File: src/hdl/vna_pkg.sv
// Shared types and constants for the vertex normal accumulator.
// No dependencies.
package vna_pkg;
  typedef enum logic [1:0] {
    ACT_LOAD = 2'd0,
    ACT_FACE = 2'd1,
    ACT_READ = 2'd2,
    ACT_NONE = 2'd3
  } action_e;

  typedef enum logic [1:0] {
    ST_OK       = 2'd0,
    ST_NOT_LOAD = 2'd1,
    ST_FULL     = 2'd2,
    ST_RSVD     = 2'd3
  } status_e;

  localparam int PosW = 24;
  localparam int NrmW = 48;
  localparam int IdxW = 12;

  typedef logic signed [PosW-1:0] pos_t;
  typedef logic signed [NrmW-1:0] nrm_t;
  typedef logic [IdxW-1:0]        idx_t;

  localparam logic signed [NrmW-1:0] AccMax = {1'b0, {(NrmW-1){1'b1}}};
  localparam logic signed [NrmW-1:0] AccMin = {1'b1, {(NrmW-1){1'b0}}};

  // Saturating 48-bit add.
  function automatic nrm_t sat_add(nrm_t a, nrm_t b);
    logic signed [NrmW:0] s;
    s = {a[NrmW-1], a} + {b[NrmW-1], b};
    if (s[NrmW] != s[NrmW-1]) begin
      sat_add = s[NrmW] ? AccMin : AccMax;
    end else begin
      sat_add = s[NrmW-1:0];
    end
  endfunction
endpackage

File: src/hdl/vna_mac.sv
// Shared multiply-subtract unit for the cross product terms.
// Depends on vna_pkg.
module vna_mac (
  input  logic                    clk_i,
  input  logic                    start_i,
  input  logic                    second_i,
  input  logic signed [24:0]      a_i,
  input  logic signed [24:0]      b_i,
  output logic signed [50:0]      res_o
);
  import vna_pkg::*;
  logic signed [49:0] prod;
  logic signed [50:0] acc_q, acc_d;
  // Product registered, then subtracted from the first term.
  logic signed [49:0] prod_q;
  assign prod = a_i * b_i;
  always_ff @(posedge clk_i) begin
    prod_q <= prod;
    acc_q  <= acc_d;
  end
  always_comb begin
    acc_d = acc_q;
    if (start_i) acc_d = 51'(prod_q);
    else if (second_i) acc_d = acc_q - 51'(prod_q);
  end
  assign res_o = acc_q;
endmodule

File: config.mk
export PLATFORM = sky130hd
export DESIGN_NAME = vna_mac
export DESIGN_NICKNAME = d
export VERILOG_FILES = /design/src/hdl/vna_pkg.sv /design/src/hdl/vna_mac.sv
export SDC_FILE = /design/constraint.sdc
export NUM_CORES = 2
export LEC_CHECK = 0
export BUFFER_PORTS_ARGS = -buffer_cell sky130_fd_sc_hd__buf_2
export CAP_MARGIN = 5
export CORE_MARGIN = 4
export CORE_UTILIZATION = 60
export CTS_CLUSTER_DIAMETER = 30
export CTS_CLUSTER_SIZE = 20
export DETAILED_ROUTE_END_ITERATION = 10
export GPL_ROUTABILITY_DRIVEN = 0
export GPL_TIMING_DRIVEN = 0
export PLACE_DENSITY = 0.78
export SYNTH_ARGS = -nofsm -noshare
export SYNTH_HDL_FRONTEND = slang
export SYNTH_SLANG_ARGS = --single-unit
File: constraint.sdc
create_clock -name clk_i -period 15.5 [get_ports clk_i]
set_input_delay 0.775 -clock clk_i [delete_from_list [all_inputs] [get_ports clk_i]]
set_output_delay 0.775 -clock clk_i [all_outputs]
set_load 0.05 [all_outputs]
; After elaboration in Yosys (flattened, before gate mapping)
; Index checks and enable logic that the tools add are counted.
[word_totals]
register_bits = 101
input_bits = 53
out_inout_bits = 51
elab_cells = 7
[classes]
n_addsub = 1
mul = 1
muxes = 2
n_reduce_logical = 1
[op_table]
columns = operator, n
row1 = two-way mux 51 bit, 2
row2 = subtractor 51 x 50 -> 51 bit, 1
row3 = multiplier 25 x 25 -> 50 bit, 1
row4 = nonzero test 2 bit, 1

; Depth between registers and ports, before layout
[depth]
word_depth = 3
ltp_mapped = 28
depth_no_buf = 26

; Worst setup path after synthesis
; No wires, ideal clock.
[synth_timing]
kind = in2reg
from = input port a_i[24]
to = register prod_q[48]
setup_ps = 72
arrival_ps = 7299
required_time_ps = 15428
slack_ps = 8128
path_stages = 26
n_path_buf = 2
path_cell_list = clkbuf_1 -> nand2_1 -> inv_1 -> fa_1 -> inv_1 -> fa_1 -> inv_1 -> fa_1 -> fa_1 -> fa_1 -> fa_1 -> inv_1 -> fa_1 -> inv_1 -> ha_1 -> buf_2 -> a21o_1 -> a21o_1 -> a21o_1 -> a21o_1 -> a21oi_1 -> o211ai_1 -> or2_1 -> a221o_1 -> a21oi_2 -> xnor2_1
[synth_via]
elab_chain_len = 1
[synth_rtl]
columns = element, line
row1 = from (decl), vna_mac.sv:7  ; input logic signed [24:0] a_i,
row2 = multiplier 25 x 25 -> 50 bit, vna_mac.sv:16  ; assign prod = a_i * b_i;
row3 = net prod[48], vna_mac.sv:12  ; logic signed [49:0] prod;
row4 = to (signal assigned), vna_mac.sv:18  ; prod_q <= prod;
row5 = to (decl), vna_mac.sv:15  ; logic signed [49:0] prod_q;
; The timed path passes the listed nets, and every way through them passes these cells.
; A chain may end at the register's enable or synchronous reset.

; Worst setup path in the final report
; Ends and elaborated chain as after synthesis.

==> impl_metrics.env <==
export IMPL_cp_slowest_cell="fa_1"
export IMPL_drv_slew=0
export IMPL_cts_tree="done"
export IMPL_fin_hold_ws_ns=0.540
export IMPL_vias=22700
export IMPL_synth_most_common_cell="inv_1"
export IMPL_cts_setup_buffers=0
export IMPL_syn_avg_cell_area_um2=9.30
export IMPL_drive_gt1_share_pct=4.80
export IMPL_ios=104
export IMPL_worstMarginPinSlew_ns=1.23
export IMPL_grt_setup_unrepaired="no"
export IMPL_grtUsageTotal_pct=34.3
export IMPL_ys_top_cells_by_count="695 x inv_1, 659 x fa_1, 383 x nand2_1"
export IMPL_fin_area_mm2=0.0305
export IMPL_synthCells=3107
export IMPL_min_path_type="reg2reg"
export IMPL_cts_buffers=9
export IMPL_seq_area_frac_synth_pct=8.76
export IMPL_regToRegSetupSlack_ns=12.02
export IMPL_synth_area_top_cells="fa_1 46%, inv_1 9.0%, ha_1 8.3%, and2_1 6.7%, edfxtp_1 5.3%"
export IMPL_path_buf_inv=8
export IMPL_r2r_cells=13
export IMPL_drc=0
export IMPL_htree_levels=3
export IMPL_endpoint_kind="flop"
export IMPL_crit_type="in2reg"
export IMPL_slew_headroom_pct=18.3
export IMPL_ctsResizeCount=0
export IMPL_drt_initial_drc_count=2344
export IMPL_async_flop_share_pct=0
export IMPL_whs_endpoint="res_o[4]"
export IMPL_critPathMostFrequentCell="fa_1"
export IMPL_regToRegEndpoint="res_o[46]"
export IMPL_routed_wl_um=86600
export IMPL_critPathLaunchType="primary input"
export IMPL_crit_family="adder cells"
export IMPL_drv_cap=0
export IMPL_chipHeight_um=228
export IMPL_synth_warning_count=0
export IMPL_holdCritStartpoint="prod_q[4]"
export IMPL_clock_skew_final_ns=0.00996
export IMPL_startpoint="a_i[24]"
export IMPL_synth_area_mm2=0.0289
export IMPL_clk_latency_ns=0.35
export IMPL_holdPathStages=1
export IMPL_die_area_mm2=0.0518
export IMPL_grt_pass1_wl_um=135000
export IMPL_post_route_period_util_pct=55.6
export IMPL_crit_arrival_ns=8.90
export IMPL_syn_nets=4010
export IMPL_dp_hpwl_um=71500
export IMPL_synth_top_flop_cell="edfxtp_1"
export IMPL_start_util_pct=60.7
export IMPL_setup_violations=0
export IMPL_yosysTopAreaCell="fa_1"
export IMPL_synth_edff_count=51
export IMPL_grt_max_degree=52
export IMPL_port_buffers=103
export IMPL_grt_pass1_vias=24100
export IMPL_area_growth_synth_to_final_pct=5.50
export IMPL_layout_nets=4124
export IMPL_fmaxAchievable_ghz=0.116
export IMPL_hold_viol_final=0
export IMPL_cp_max_fo=10
export IMPL_ys_seq_elements=101
export IMPL_drt_pass1_iter_count=6
export IMPL_clock_path_buffers=2
export IMPL_antenna_left=0
export IMPL_grt_ovfl_total=0
export IMPL_cp_required_ns=15.78
export IMPL_worstReg2RegStart="res_o[0]"
export IMPL_die_width_um=228
export IMPL_hold_buffers=0
export IMPL_clock_sink_count=101
export IMPL_antenna_found_initial=5
export IMPL_fin_setup_tns_ns=0
export IMPL_critPathMaxStageDelay_ns=0.93
export IMPL_cts_root_buf="clkbuf_16"
export IMPL_avgViaCountPerCell=5.91
export IMPL_wire_per_inst_um=22.5
export IMPL_fin_crit_ns=8.62
export IMPL_core_area_mm2=0.0476
export IMPL_status="complete, no violations"
export IMPL_num_rows=80
export IMPL_yosysUniqueCellTypes=86
export IMPL_placed_area_mm2=0.0302
export IMPL_synth_top_area_share_pct=45.6
export IMPL_cts_reportedPaths_clkPinSlew_ns=0.07
-- layout by cell type (no fill, tap or decap), types with 28 or more instances in the layout --
cell      synthesis  final
o21ai_0          65     65
a21oi_1          83     83
buf_2             1    104
edfxtp_1         51     51
ha_1            191    191
dfxtp_1          50     50
a21o_1           56     56
nor2_1           61     61
xnor2_1          72     72
clkbuf_1        119    120
and2_1          310    310
fa_1            659    659
nand2_1         383    383
o21ai_1          28     28
inv_1           695    695
xor2_1           32     32
-- per-layer routing --
layer | global-route usage (%) | up-vias | share of wire, %
li1 | - | 9584 | -
met1 | 43.8 | 11200 | 36
met2 | 52.0 | 1573 | 43
met3 | 12.6 | 402 | 14
met4 | 17.2 | 8 | 6.8
met5 | 0 | - | 0.068
-- registers in the layout, summed over array words and instances (netlist names) --
signal and cells:
prod_q 50, res_o 51
-- cell families (layout without fill, tap and decap cells) --
logic type,Yosys count,after routing,synth area share [%]
flops,101,101,8.76
compound gates,349,349,8.11
mux,4,4,0.143
other cells,0,6,0
fa+ha+maj,850,850,53.9
simple gates,870,870,14.9
xor+xnor,104,104,3.15
buf+inv,829,948,11.0
-- stage by stage --
step	util, %	worst slack [ns]	cells
floorplan	-	8.13	3107
global placement	63.4	6.80	3825
detailed placement	63.4	6.70	3825
CTS	64.0	7.04	3841
global route	64.0	6.67	3843
finish	64.0	6.88	3847
-- area by class of cell --
type,count,area [µm²]
flip-flops and latches,101,2530
inverters,697,2620
diodes,6,15.0
repair buffers,103,515
plain buffers,132,567
clock buffers,10,229
fillers,3782,17100
clock inverters,6,60.1
well taps,615,769
multi-input cells,2177,23200
-- how the worst max path moves through the flow --
stage	to	slack [ns]	depth (start not counted)
floorplan	prod_q[48]	8.13	26
detailed placement	prod_q[48]	6.70	27
global route	prod_q[48]	6.67	27
global placement	prod_q[48]	6.80	27
finish	prod_q[48]	6.88	27
CTS	prod_q[48]	7.04	27
-- worst reg2reg max path: stages (launching register included) --
cell and delay [ns]:
edfxtp_1 0.40, inv_1 0.06, ha_1 0.23, fa_1 0.45, nor2b_4 0.14, o31a_1 0.20
o221ai_2 0.14, a2111o_1 0.50, a21oi_4 0.25, a211oi_4 0.13, o31ai_4 0.34, a21oi_1 0.13
xor2_1 0.17, o21ai_1 0.08
Power is not shown: default switching activity piles up to over one toggle a cycle in this logic, so the estimate is an artifact.
